===== config.mk =====
export PLATFORM = sky130hd
export DESIGN_NAME = line_command_matcher
export DESIGN_NICKNAME = d
export VERILOG_FILES = /design/src/lcm_pkg.sv /design/src/lcm_classify.sv /design/src/lcm_fifo.sv /design/src/lcm_exec.sv /design/src/line_command_matcher.sv
export VERILOG_INCLUDE_DIRS = /design/src /design/src/src
export SDC_FILE = /design/constraint.sdc
export NUM_CORES = 1
export LEC_CHECK = 0
export ABC_AREA = 1
export BUFFER_PORTS_ARGS = -buffer_cell sky130_fd_sc_hd__buf_2
export CAP_MARGIN = 20
export CELL_PAD_IN_SITES_DETAIL_PLACEMENT = 1
export CELL_PAD_IN_SITES_GLOBAL_PLACEMENT = 2
export CORE_ASPECT_RATIO = 1.1
export CORE_MARGIN = 2
export CORE_UTILIZATION = 33
export CTS_BUF_LIST = sky130_fd_sc_hd__clkbuf_4
export DETAILED_ROUTE_END_ITERATION = 16
export MAX_ROUTING_LAYER = met4
export PLACE_DENSITY_LB_ADDON = 0.3
export SLEW_MARGIN = 15
export SYNTH_ARGS = -nofsm -noshare
export SYNTH_HDL_FRONTEND = slang
export SYNTH_SLANG_ARGS = --single-unit

===== constraint.sdc =====
create_clock -name clk -period 2.17 [get_ports clk]
set_clock_uncertainty 0.15 [all_clocks]
set_input_delay 0.5425 -clock clk [delete_from_list [all_inputs] [get_ports clk]]
set_output_delay 0.5425 -clock clk [all_outputs]
set_load 0.02 [all_outputs]

===== src/line_command_matcher_assert.svh =====
// assertion helpers for line_command_matcher
`ifndef LINE_COMMAND_MATCHER_ASSERT_SVH
`define LINE_COMMAND_MATCHER_ASSERT_SVH

// same-cycle implication
`define LCM_ASSERT_SAME(lbl, ante, cons, msg) \
    lbl: assert property (@(posedge clk) disable iff (!rst_n) (ante) |-> (cons)) \
        else $error(msg);

// next-cycle implication
`define LCM_ASSERT_NEXT(lbl, ante, cons, msg) \
    lbl: assert property (@(posedge clk) disable iff (!rst_n) (ante) |=> (cons)) \
        else $error(msg);

`endif


===== src/lcm_pkg.sv =====
package lcm_pkg;

    localparam int WORD_COUNT = 8;
    localparam int WORD_SLOTS = 8;
    localparam int CMD_W      = 3;

    // command words, already folded to lower case
    localparam logic [7:0] WORD_TEXT [WORD_COUNT][WORD_SLOTS] = '{
        '{8'h6c, 8'h65, 8'h64, 8'h31, 8'h6f, 8'h6e, 8'h00, 8'h00},
        '{8'h6c, 8'h65, 8'h64, 8'h31, 8'h6f, 8'h66, 8'h66, 8'h00},
        '{8'h6c, 8'h65, 8'h64, 8'h32, 8'h6f, 8'h6e, 8'h00, 8'h00},
        '{8'h6c, 8'h65, 8'h64, 8'h32, 8'h6f, 8'h66, 8'h66, 8'h00},
        '{8'h61, 8'h6c, 8'h6c, 8'h6f, 8'h6e, 8'h00, 8'h00, 8'h00},
        '{8'h61, 8'h6c, 8'h6c, 8'h6f, 8'h66, 8'h66, 8'h00, 8'h00},
        '{8'h68, 8'h65, 8'h6c, 8'h70, 8'h00, 8'h00, 8'h00, 8'h00},
        '{8'h64, 8'h69, 8'h73, 8'h74, 8'h3f, 8'h00, 8'h00, 8'h00}
    };

    localparam logic [3:0] WORD_LEN [WORD_COUNT] = '{
        4'd6, 4'd7, 4'd6, 4'd7, 4'd5, 4'd6, 4'd4, 4'd5
    };

    localparam logic [1:0] ST_BUSY     = 2'd0;
    localparam logic [1:0] ST_FRAME    = 2'd1;
    localparam logic [1:0] ST_UNKNOWN  = 2'd2;
    localparam logic [1:0] ST_OVERFLOW = 2'd3;

    localparam logic [7:0] CH_CR = 8'h0d;
    localparam logic [7:0] CH_LF = 8'h0a;

    typedef enum logic [2:0] {
        KIND_CR,
        KIND_LF,
        KIND_BLANK,
        KIND_ZERO,
        KIND_TEXT
    } kind_t;

    typedef struct packed {
        kind_t      kind;
        logic [7:0] ch;
    } item_t;

    typedef struct packed {
        logic [1:0]       status;
        logic [CMD_W-1:0] command;
    } result_t;

endpackage


===== src/lcm_classify.sv =====
module lcm_classify (
    input  logic           [7:0] rx_byte,
    output lcm_pkg::item_t       item
);
    import lcm_pkg::*;

    always_comb
    begin
        item.ch = rx_byte;
        if (rx_byte >= 8'h41 && rx_byte <= 8'h5a)
        begin
            item.ch = rx_byte + 8'h20;
        end
        unique case (rx_byte)
            CH_CR:                             item.kind = KIND_CR;
            CH_LF:                             item.kind = KIND_LF;
            8'h20, 8'h09, 8'h0b, 8'h0c:        item.kind = KIND_BLANK;
            8'h00:                             item.kind = KIND_ZERO;
            default:                           item.kind = KIND_TEXT;
        endcase
    end

endmodule


===== src/lcm_fifo.sv =====
module lcm_fifo #(
    parameter int WIDTH = 8,
    parameter int DEPTH = 2
) (
    input  logic             clk,
    input  logic             rst_n,
    input  logic             push,
    input  logic [WIDTH-1:0] wdata,
    output logic             full,
    input  logic             pop,
    output logic [WIDTH-1:0] rdata,
    output logic             empty
);
    localparam int PW = (DEPTH > 1) ? $clog2(DEPTH) : 1;
    localparam int CW = $clog2(DEPTH + 1);

    logic [WIDTH-1:0] mem [DEPTH];
    logic [PW-1:0]    wr_ptr_reg, wr_ptr_next;
    logic [PW-1:0]    rd_ptr_reg, rd_ptr_next;
    logic [CW-1:0]    count_reg, count_next;
    logic             do_push, do_pop;

    assign full    = (count_reg == CW'(DEPTH));
    assign empty   = (count_reg == '0);
    assign do_push = push && !full;
    assign do_pop  = pop && !empty;
    assign rdata   = mem[rd_ptr_reg];

    always_comb
    begin
        wr_ptr_next = wr_ptr_reg;
        rd_ptr_next = rd_ptr_reg;
        count_next  = count_reg;
        if (do_push)
        begin
            wr_ptr_next = (wr_ptr_reg == PW'(DEPTH - 1)) ? '0 : wr_ptr_reg + 1'b1;
        end
        if (do_pop)
        begin
            rd_ptr_next = (rd_ptr_reg == PW'(DEPTH - 1)) ? '0 : rd_ptr_reg + 1'b1;
        end
        if (do_push && !do_pop)
        begin
            count_next = count_reg + 1'b1;
        end
        else if (do_pop && !do_push)
        begin
            count_next = count_reg - 1'b1;
        end
    end

    always_ff @(posedge clk or negedge rst_n)
    begin
        if (!rst_n)
        begin
            wr_ptr_reg <= '0;
            rd_ptr_reg <= '0;
            count_reg  <= '0;
        end
        else
        begin
            wr_ptr_reg <= wr_ptr_next;
            rd_ptr_reg <= rd_ptr_next;
            count_reg  <= count_next;
        end
    end

    always_ff @(posedge clk)
    begin
        if (do_push)
        begin
            mem[wr_ptr_reg] <= wdata;
        end
    end

endmodule


===== src/lcm_exec.sv =====
module lcm_exec #(
    parameter int LINE_MAX = 64
) (
    input  logic             clk,
    input  logic             rst_n,
    input  logic             fire,
    input  lcm_pkg::item_t   item,
    output lcm_pkg::result_t result
);
    import lcm_pkg::*;

    localparam int CNT_W = $clog2(LINE_MAX);

    logic [CNT_W-1:0]      count_reg, count_next;
    logic [WORD_COUNT-1:0] mask_reg, mask_next;
    logic                  ended_reg, ended_next;
    logic [WORD_COUNT-1:0] len_hit;
    logic [WORD_COUNT-1:0] char_hit;
    logic [WORD_COUNT-1:0] final_mask;
    logic                  in_slots;

    assign in_slots = ({1'b0, count_reg} < (CNT_W + 1)'(WORD_SLOTS));

    always_comb
    begin
        for (int i = 0; i < WORD_COUNT; i++)
        begin
            len_hit[i]  = (count_reg == CNT_W'(WORD_LEN[i]));
            char_hit[i] = in_slots && (count_reg < CNT_W'(WORD_LEN[i]))
                && (WORD_TEXT[i][count_reg[2:0]] == item.ch);
        end
    end

    always_comb
    begin
        count_next     = count_reg;
        mask_next      = mask_reg;
        ended_next     = ended_reg;
        result.status  = ST_BUSY;
        result.command = '0;
        final_mask     = ended_reg ? mask_reg : (mask_reg & len_hit);
        unique case (item.kind)
            KIND_CR:
            begin
            end
            KIND_LF:
            begin
                result.status = ST_UNKNOWN;
                for (int i = WORD_COUNT - 1; i >= 0; i--)
                begin
                    if (final_mask[i])
                    begin
                        result.status  = ST_FRAME;
                        result.command = CMD_W'(i);
                    end
                end
                count_next = '0;
                mask_next  = '1;
                ended_next = 1'b0;
            end
            KIND_BLANK, KIND_ZERO, KIND_TEXT:
            begin
                if (item.kind == KIND_BLANK && count_reg == '0)
                begin
                end
                else if (count_reg != CNT_W'(LINE_MAX - 1))
                begin
                    if (!ended_reg)
                    begin
                        if (item.kind == KIND_ZERO)
                        begin
                            ended_next = 1'b1;
                            mask_next  = mask_reg & len_hit;
                        end
                        else
                        begin
                            mask_next = mask_reg & char_hit;
                        end
                    end
                    count_next = count_reg + 1'b1;
                end
                else
                begin
                    count_next    = '0;
                    mask_next     = '1;
                    ended_next    = 1'b0;
                    result.status = ST_OVERFLOW;
                end
            end
            default:
            begin
            end
        endcase
    end

    always_ff @(posedge clk or negedge rst_n)
    begin
        if (!rst_n)
        begin
            count_reg <= '0;
            mask_reg  <= '1;
            ended_reg <= 1'b0;
        end
        else if (fire)
        begin
            count_reg <= count_next;
            mask_reg  <= mask_next;
            ended_reg <= ended_next;
        end
    end

endmodule


===== src/line_command_matcher.sv =====
// channel   dir  handshake         payload
// input     in   push / full       rx_byte[7:0]
// result    out  empty / pop       status[1:0], command[2:0]
//
// one beat in and one beat out per cycle, sustained while the result queue is not full
// an accepted byte is registered in the input queue; the line matcher then writes
// its result into the result queue, which drives the result ports
// reset clears both queues and the line state; nothing needs a clearing pass
// full rises once the input queue holds QUEUE_DEPTH beats; the matcher stalls
// while the result queue is full, so an unread result back-pressures the input
module line_command_matcher #(
    parameter int LINE_MAX    = 64,
    parameter int QUEUE_DEPTH = 2
) (
    input  logic       clk,
    input  logic       rst_n,
    input  logic       push,
    output logic       full,
    input  logic [7:0] rx_byte,
    output logic       empty,
    input  logic       pop,
    output logic [1:0] status,
    output logic [2:0] command
);
    import lcm_pkg::*;

    item_t   in_item;
    item_t   mid_item;
    result_t exec_result;
    result_t out_result;
    logic    mid_empty;
    logic    mid_full;
    logic    out_full;
    logic    exec_fire;

    assign full      = mid_full;
    assign exec_fire = !mid_empty && !out_full;
    assign status    = out_result.status;
    assign command   = out_result.command;

    lcm_classify u_classify (
        .rx_byte (rx_byte),
        .item    (in_item)
    );

    lcm_fifo #(
        .WIDTH ($bits(item_t)),
        .DEPTH (QUEUE_DEPTH)
    ) u_mid_queue (
        .clk   (clk),
        .rst_n (rst_n),
        .push  (push),
        .wdata (in_item),
        .full  (mid_full),
        .pop   (exec_fire),
        .rdata (mid_item),
        .empty (mid_empty)
    );

    lcm_exec #(
        .LINE_MAX (LINE_MAX)
    ) u_exec (
        .clk    (clk),
        .rst_n  (rst_n),
        .fire   (exec_fire),
        .item   (mid_item),
        .result (exec_result)
    );

    lcm_fifo #(
        .WIDTH ($bits(result_t)),
        .DEPTH (QUEUE_DEPTH)
    ) u_out_queue (
        .clk   (clk),
        .rst_n (rst_n),
        .push  (exec_fire),
        .wdata (exec_result),
        .full  (out_full),
        .pop   (pop),
        .rdata (out_result),
        .empty (empty)
    );

`include "line_command_matcher_assert.svh"

    `LCM_ASSERT_SAME(a_cmd_zero, !empty && status != ST_FRAME, command == '0, "stray command")
    `LCM_ASSERT_NEXT(a_mid_filled, push && !full, !mid_empty, "accepted beat not queued")
    `LCM_ASSERT_NEXT(a_out_filled, exec_fire, !empty, "matched beat not in result queue")

endmodule


-- Word level (Yosys, flattened, before mapping)
Memories as Yosys holds them, arrays and structs flattened.
Index checks and enable logic that the tools add are counted.
- add/sub/neg operators: 10
- $mul: 0
- divide/modulo/power cells: 0
- $lt $le $gt $ge: 8
- eq/ne operators: 27
- shift-type cells: 0
- mux-type cells: 56
- bitwise gates (word level): 3
- reductions and logical operators: 42
- operators with widths (operator ; number):
    $mux W8 ; 22
    $eq A8 B8 Y1 ; 8
    $eq A8 B4 Y1 const B ; 5
    $mux W5 ; 8
    $eq A6 B3 Y1 const B ; 4
    $lt A6 B3 Y1 const B ; 4
    $logic_and A1 B1 Y1 ; 23
    $and A8 B8 Y8 ; 2
    $pmux W8 S2 ; 1
    $mux W1 ; 12
    $mux W2 ; 6
    $mux W6 ; 2
    $pmux W3 S4 ; 1
    $pmux W6 S2 ; 1
    $add A8 B6 Y8 const B ; 1
    $eq A8 B6 Y1 const B ; 1
    $ge A8 B7 Y1 const B ; 1
    $le A8 B7 Y1 const B ; 1
    $logic_not A1 Y1 ; 8
    $logic_not A8 Y1 ; 1
    $add A6 B1 Y6 const B ; 1
    $eq A3 B2 Y1 const B ; 2
    $logic_not A6 Y1 ; 1
    $lt A6 B4 Y1 const B ; 1
    20 further kinds ; 29
- flip-flop bits (word level): 23
- bits in latches: 0
- memory bits (writable): 32
- memory bits (read-only): 512
- bits of input ports: 12
- output and inout port bits: 7
- logic and storage cells: 165
- memories kept: 10
- memory list (memory ; depth ; width ; rd ports ; clocked after Yosys merged registers in ; wr ports ; line ; text):
    (name not given) ; 8 ; 8 ; 1 ; 0 ; 0 ; lcm_exec.sv:30 ; && (WORD_TEXT[i][count_reg[2:0]] == item.ch);
    (name not given) ; 8 ; 8 ; 1 ; 0 ; 0 ; lcm_exec.sv:30 ;
    (name not given) ; 8 ; 8 ; 1 ; 0 ; 0 ; lcm_exec.sv:30 ;
    (name not given) ; 8 ; 8 ; 1 ; 0 ; 0 ; lcm_exec.sv:30 ;
    (name not given) ; 8 ; 8 ; 1 ; 0 ; 0 ; lcm_exec.sv:30 ;
    (name not given) ; 8 ; 8 ; 1 ; 0 ; 0 ; lcm_exec.sv:30 ;
    +4 memories ; - ; - ; - ; - ; - ; - ;

-- Longest topological paths before layout
Gate-level depths: netlist (run 1).
- depth after elaboration: 12
- mapped depth: 15
- depth with buffers taken out: 14

-- Cells and area by module
A second synthesis (run 1) with hierarchy kept.
- cells, all modules: 521
- area total of the unflattened synthesis: 3796.1 µm²
- by module, submodules not included (module ; instances ; cells each ; area an instance (µm²) ; seq. area each (µm²)):
    lcm_exec ; 1 ; 323 ; 1886.8 ; 385.4
    lcm_fifo at u_mid_queue ; 1 ; 89 ; 1028.5 ; 760.7
    lcm_fifo at u_out_queue ; 1 ; 57 ; 590.6 ; 400.4
    lcm_classify ; 1 ; 51 ; 286.5 ; 0.0
    line_command_matcher ; 1 ; 1 ; 3.8 ; 0.0

-- Least setup slack after synthesis (run 1)
Ideal clock, no wire load.
- path kind: register -> register
- from: reg u_exec.count_reg[0]
- to: mem u_out_queue.mem[0][3] (netlist name), data pin
- library setup time: 0.256 ns
- data arrival time: 1.618 ns
- data required time: 1.764 ns
- path slack: 0.145 ns
- cell stages (with the launch flop): 11
- buffers on the path: 0
- clock period less this slack: 2.025 ns
- cells stage by stage: dfrtp_1 -> inv_1 -> ha_1 -> nand2_1 -> nor2_1 -> o21ai_0 -> nand2_1 -> nor2_1 -> nand4_1 -> nand2_1 -> nand2_1
- RTL lines (item ; line ; text):
    start, declared ; lcm_exec.sv:14 ; logic [CNT_W-1:0] count_reg, count_next;
    start signal, assigned ; lcm_exec.sv:106 ; count_reg <= count_next;
    end, declared ; lcm_fifo.sv:17 ; logic [WIDTH-1:0] mem [DEPTH];

==> metrics, run 1 <==
GR Overflow Total 0; Synth Area per Inst 7.08 sq um; DRC errors left 0; synthesized area 3750 sq um; CTS clock-pin slew for the worst setup and hold paths 180 ps; crit path time final 2050 ps; top cells by count, synth nand2_1 (199), inv_1 (68), nor2_1 (56), edfxtp_1 (32), nand3_1 (32); max FFs per register 22; utilization after layout 0.398; clock buffer depth 2; drt first pass iters 4; Final Hold Viols 0; RSZ-0062 raised after global routing true; most numerous cell in the Yosys netlist nand2_1; Tcrit/Tclk final 0.947; Detail Placement HPWL 8.69 mm; first-pass GRT wire length 17.4 mm; Worst VDD drop 767 uV; Leak 2.21 nW; vias 3447; EDFF count, synth 32; R2R cell count 10; largest net degree at the start of global routing 24; Ports 19; max-slew violation count 0; IO buf count 18; Crit Path Max Fanout 5; largest area contributor in the netlist edfxtp_1; area added between synthesis and finish 17.1%; Synth Instances 529; relative slew slack 0.607; Async SR Flop Fraction 0.418; diodes inserted 0; clock sinks 55; startpoint types flop; Yosys warnings 0; initial antenna violation count 0; fin area 4390 sq um; status completed; crit path DAT 2070 ps; HP Class input port to flop; vias in the first global route 3559; post-synth top area share 0.256; Num CTS Buffers 5; height of the die 116 um; critical path type flop to flop; final setup fails 0; P per Cell Area 1600 nW/um^2; crit end category flop; die footprint 12200 sq um; Routed Antenna Nets 0; final wirelength 10.8 mm; CTS tree yes; worst-margin pin slew 590 ps; Initial Util 0.340; row count 40; routability cong. 0.876; register bit total from synthesis 55; Post-synth top flop edfxtp_1; NumNets Final 600; CORE AREA 11000 sq um; initial DRC count 87; clock root cell clkbuf_4; max_cap viols 0; Hold Path Depth 1; H-tree lvl count 2; fillers 1410; Worst-Skew Late Latency 400 ps; Total Routing Usage GR 0.186; layout cell share with drive strength beyond 1 0.187; register area share after synthesis 0.413; dominant cells by area after synthesis edfxtp_1 (26%), nand2_1 (20%), dfrtp_1 (10%); Req. time, crit path 2190 ps; Post-DP Area 4180 sq um; Yosys cell types 38; highest clock rate 487 MHz; Via density 4.75; Die Wd 106 um; syn_nets 551; wire length per cell 14.8 um
critical path, cell delays in order, from the launching register on:
cell,delay (ps)
dfrtp_1,470
buf_4,150
ha_1,220
nand3_1,100
nand2_2,70
nand2_2,90
nand2_1,70
nor2_2,160
nand4_1,180
nand2_1,100
nand2_1,60
where the power goes:
group | internal (W) | total [W] | switching, W
registers | 0.00162 | 0.00190 | 0.000283
clock network | 0.000237 | 0.000567 | 0.000330
logic | 0.00161 | 0.00453 | 0.00292
metal layers:
| metal | vias to the layer above | global-route usage | wire, um |
|---|---|---|---|
| met1 | 1634 | 0.228 | 5020 |
| met5 | - | - | 0 |
| met2 | 28 | 0.326 | 5340 |
| met4 | 0 | 0.0500 | 187 |
| li1 | 1772 | - | - |
| met3 | 13 | 0.0242 | 210 |
final cells by class:
cell class,count,area (sq um),share of cell area
Clock buffer,5,37.5,0.00856
Multi-Input combinational cell,392,1950,0.444
Tap cell,147,184,0.0419
Timing Repair Buffer,49,342,0.0779
Sequential cell,55,1550,0.353
Inverter,75,288,0.0656
Clock inverter,3,38.8,0.00884
repair_timing:
action                                 CTS  global route
pin swaps                                0             6
buffers inserted                         1             3
cloned                                   0             0
endpoints found under the hold margin   15             0
resized for setup                        5            34
setup endpoints to repair                6            23
hold buffers                             1             0
layout by cell type, fill, tap and decap left out, types with 6 or more instances in the layout:
master    synthesis  routed
nand2_1         199     188
nand3_1          32      32
o21ai_1           3       8
xnor2_1           6       6
o21ai_0          26      19
nand2_2           3      14
ha_1             10       7
a21oi_1          16      16
nor2_1           56      51
edfxtp_1         32      32
dfstp_2           8       8
xor2_1            8       8
buf_2             2      18
buf_4             1      28
inv_1            68      67
dfrtp_1          15      13
metrics by stage:
step,setup slack [ps],setup TNS [ps],instances,hold slack (ps),power [W]
detailed placement,-117,-237,713,304,0.00627
global route,-22.2,-39.5,726,227,0.00769
global placement,-53.3,-62.6,713,304,0.00615
CTS,9.50,0,723,233,0.00687
finish,115,0,726,246,0.00700
floorplan,145,0,529,96.9,0.00487
worst paths after layout:
| check | startpoint | to | slack, ps |
|---|---|---|---|
| min in group asynchronous | rst_n | u_exec.ended_reg$_DFFE_PN0P_ | 490 |
| max | u_exec.count_reg[0]$_DFFE_PN0P_ | u_out_queue.mem[0][3]$_DFFE_PP_ | 120 |
| max reg2reg | u_exec.count_reg[0]$_DFFE_PN0P_ | u_out_queue.mem[0][3]$_DFFE_PP_ | 120 |
| min reg2reg | u_exec.mask_reg[6]$_DFFE_PN1P_ | u_exec.mask_reg[6]$_DFFE_PN1P_ | 330 |
| max in group asynchronous | rst_n | u_exec.count_reg[2]$_DFFE_PN0P_ | 930 |
| min | rx_byte[3] | u_mid_queue.mem[0][3]$_DFFE_PP_ | 250 |
kinds of logic (layout without fill, tap and decap cells):
kind of cell | Yosys count | in the layout | share of synthesized area
AND/OR/NAND/NOR | 307 | 307 | 0.339
adder cells (fa/ha/maj) | 10 | 10 | 0.0334
buffers and inverters | 82 | 132 | 0.0878
XOR/XNOR | 14 | 14 | 0.0327
AO/OA/AOI/OAI | 61 | 61 | 0.0945
flip-flops | 55 | 55 | 0.413
Note: power is estimated with default switching activity, not from simulation.
==> run 2: changes to the inputs <==
CORE_UTILIZATION = 40   (was 33)
RECOVER_POWER = 25   (was unset)
clock period = 2.55 ns   (was 2.17 ns; I/O delays follow)
==> run 2 against run 1 <==
  * Worst hold slack better by 87 ps
  * Via count down 1.1%
  * Die area is 17% lower
  * Flip-flop and latch count unchanged
  * Clock power shrank 15%
  * Maximum frequency is 11% lower
  * Combinational power down 24%
  * Critical endpoint is now u_out_queue.mem[1][3]$_DFFE_PP_
  * Largest cell class unchanged
  * Highest routed layer unchanged
==> metrics, run 2 (synthesized netlist as in run 1, its figures left out) <==
CP max-delay cell dfrtp_2 (was dfrtp_1); Reg2Reg Setup Slack 240 ps (was 120 ps); CP cell instances inv_1 > ha_1 > nand2_1 > nor2_1 > o21ai_1 > nand2_1 > nor2_1 > nand4_1 > nand2_1 > nand2_1 (was buf_4 > ha_1 > nand3_1 > nand2_2 > nand2_2 > nand2_1 > nor2_2 > nand4_1 > nand2_1 > nand2_1); commonest non-fill, non-tap cell in the layout nand2_1 (unchanged); Tcrit/Tclk final 0.906 (was 0.947); Worst-Skew Late Latency 390 ps (was 400 ps); CTS clock-pin slew for the worst setup and hold paths 180 ps (about the same); vias 3408 (was 3447); row count 37 (was 40); clock buffer depth 2 (unchanged); Die Wd 96.3 um (was 106 um); Detail Placement HPWL 8.43 mm (was 8.69 mm); H-tree lvl count 2 (unchanged); crit end category flop (unchanged); Worst VDD drop 607 uV (was 767 uV); Top Metal Used met4 (unchanged); crit path time final 2310 ps (was 2050 ps); status completed (unchanged); WP buf/inv 1 (unchanged); RSZ-0062 raised after global routing false (was true); clock sinks 55 (unchanged); diodes inserted 0 (unchanged); min setup slack post-route 240 ps (was 115 ps); DRC errors left 0 (unchanged); height of the die 106 um (was 116 um); largest net degree at the start of global routing 24 (unchanged); Met1 Wirelength 4.86 mm (was 5.02 mm); HP Class flop to flop (was input port to flop); routed wl met2 4.92 mm (was 5.34 mm); most frequent cells in the layout nand2_1 (199), inv_1 (68), nor2_1 (56), nand3_1 (32), edfxtp_1 (32) (was nand2_1 (188), inv_1 (67), nor2_1 (51), nand3_1 (32), edfxtp_1 (32)); wire length per cell 15.2 um (was 14.8 um); metal3 WL 215 um (was 210 um); final setup fails 0 (unchanged); NumNets Final 577 (was 600); drt first pass iters 4 (unchanged); clock root cell clkbuf_4 (unchanged); startpoint types flop (unchanged); Ports 19 (unchanged); crit path DAT 2330 ps (was 2070 ps); layout cell share with drive strength beyond 1 0.0953 (was 0.187); CORE AREA 9210 sq um (was 11000 sq um); Total Routing Usage GR 0.228 (was 0.186); dpl ws 149 ps (was -117 ps); CP top delay family simple AND/OR/NAND/NOR gates (unchanged); vias in the first global route 3569 (was 3559); Crit Path Max Fanout 7 (was 5); initial DRC count 91 (was 87); # resized after CTS 0 (was 5); highest clock rate 433 MHz (was 487 MHz); relative slew slack 0.0728 (was 0.607); Final Hold Viols 0 (unchanged); P per Cell Area 1370 nW/um^2 (was 1600 nW/um^2); IO buf count 18 (unchanged); max_cap viols 0 (unchanged); GR Overflow Total 0 (unchanged); CTS tree yes (unchanged); total setup buffers inserted after CTS 0 (was 1); Leak 2.07 nW (was 2.21 nW); Crit path largest cell delay 470 ps (about the same); # hold bufs at CTS 0 (was 1); final wirelength 10.2 mm (was 10.8 mm); initial antenna violation count 0 (unchanged); setup TNS 0 ps (unchanged); worst-margin pin slew 1390 ps (was 590 ps); first-pass GRT wire length 17.5 mm (was 17.4 mm); Initial Util 0.407 (was 0.340); critical path type flop to flop (unchanged); die footprint 10200 sq um (was 12200 sq um); area added between synthesis and finish 8.51% (was 17.1%); Via density 5.06 (was 4.75); Routed Antenna Nets 0 (unchanged); max FFs per register 22 (unchanged); Num CTS Buffers 5 (unchanged); max-slew violation count 0 (unchanged); routability cong. 0.898 (was 0.876); Req. time, crit path 2570 ps (was 2190 ps); CP dominant cell by count nand2_1 (unchanged)
## run 2: cell types whose count changed in the layout (fill, tap and decap cells not counted), sizes merged
cell and delta:
buf -28, clkbuf +6, clkinv +1, clkinvlp -1
dlygate4sd3 -1
## run 2: metrics by stage
stage / hold WS, ps / cells / cell area [sq um] / utilization / total power (W)
6_report: 333 / 673 / 4070 / 0.441 / 0.00555
5_1_grt: 363 / 673 / 4070 / 0.441 / 0.00615
4_1_cts: 86.0 / 673 / 4070 / 0.442 / 0.00559
3_5_place_dp: 319 / 665 / 4000 / 0.434 / 0.00511
3_3_place_gp: 309 / 665 / 4000 / 0.434 / 0.00498
2_1_floorplan: 192 / 529 / 3750 / - / 0.00414
## run 2: tightest hold or removal path, delay by kind of cell (launching register included)
family / cells / cell delay, ps
DFF: 1 / 410
and+or+nand+nor: 2 / 100
## run 2: area by class of cell
type / instances / area, sq um
clock inverter: 3 / 38.8
inverter: 75 / 282
multi-input combinational: 392 / 1870
tap: 117 / 146
sequential: 55 / 1550
fill: 1215 / 5150
timing repair buffer: 26 / 143
clock buffer: 5 / 37.5
## run 2: path summary, 6_finish.rpt
check,from,to,depth (start not counted)
max reg2reg,u_exec.count_reg[0]$_DFFE_PN0P_,u_out_queue.mem[1][3]$_DFFE_PP_,10
max,u_exec.count_reg[0]$_DFFE_PN0P_,u_out_queue.mem[1][3]$_DFFE_PP_,10
min,u_exec.mask_reg[6]$_DFFE_PN1P_,u_exec.mask_reg[6]$_DFFE_PN1P_,2
min in group asynchronous,rst_n,u_exec.ended_reg$_DFFE_PN0P_,1
max in group asynchronous,rst_n,u_exec.count_reg[0]$_DFFE_PN0P_,1
min reg2reg,u_exec.mask_reg[6]$_DFFE_PN1P_,u_exec.mask_reg[6]$_DFFE_PN1P_,2
## run 2: per-layer routing
metal	track usage	vias to the layer above
met5	-	-
met4	0.0694	0
met3	0.0264	12
met2	0.367	46
met1	0.300	1624
li1	-	1726
## run 2: power breakdown
| part | internal [W] | switching (W) | total [W] | leakage (nW) |
|---|---|---|---|---|
| Sequential | 0.00138 | 0.000231 | 0.00161 | 0.568 |
| Clock | 0.000202 | 0.000282 | 0.000484 | 0.0426 |
| Combinational | 0.00111 | 0.00235 | 0.00346 | 1.46 |
| Total | 0.00269 | 0.00286 | 0.00555 | 2.07 |
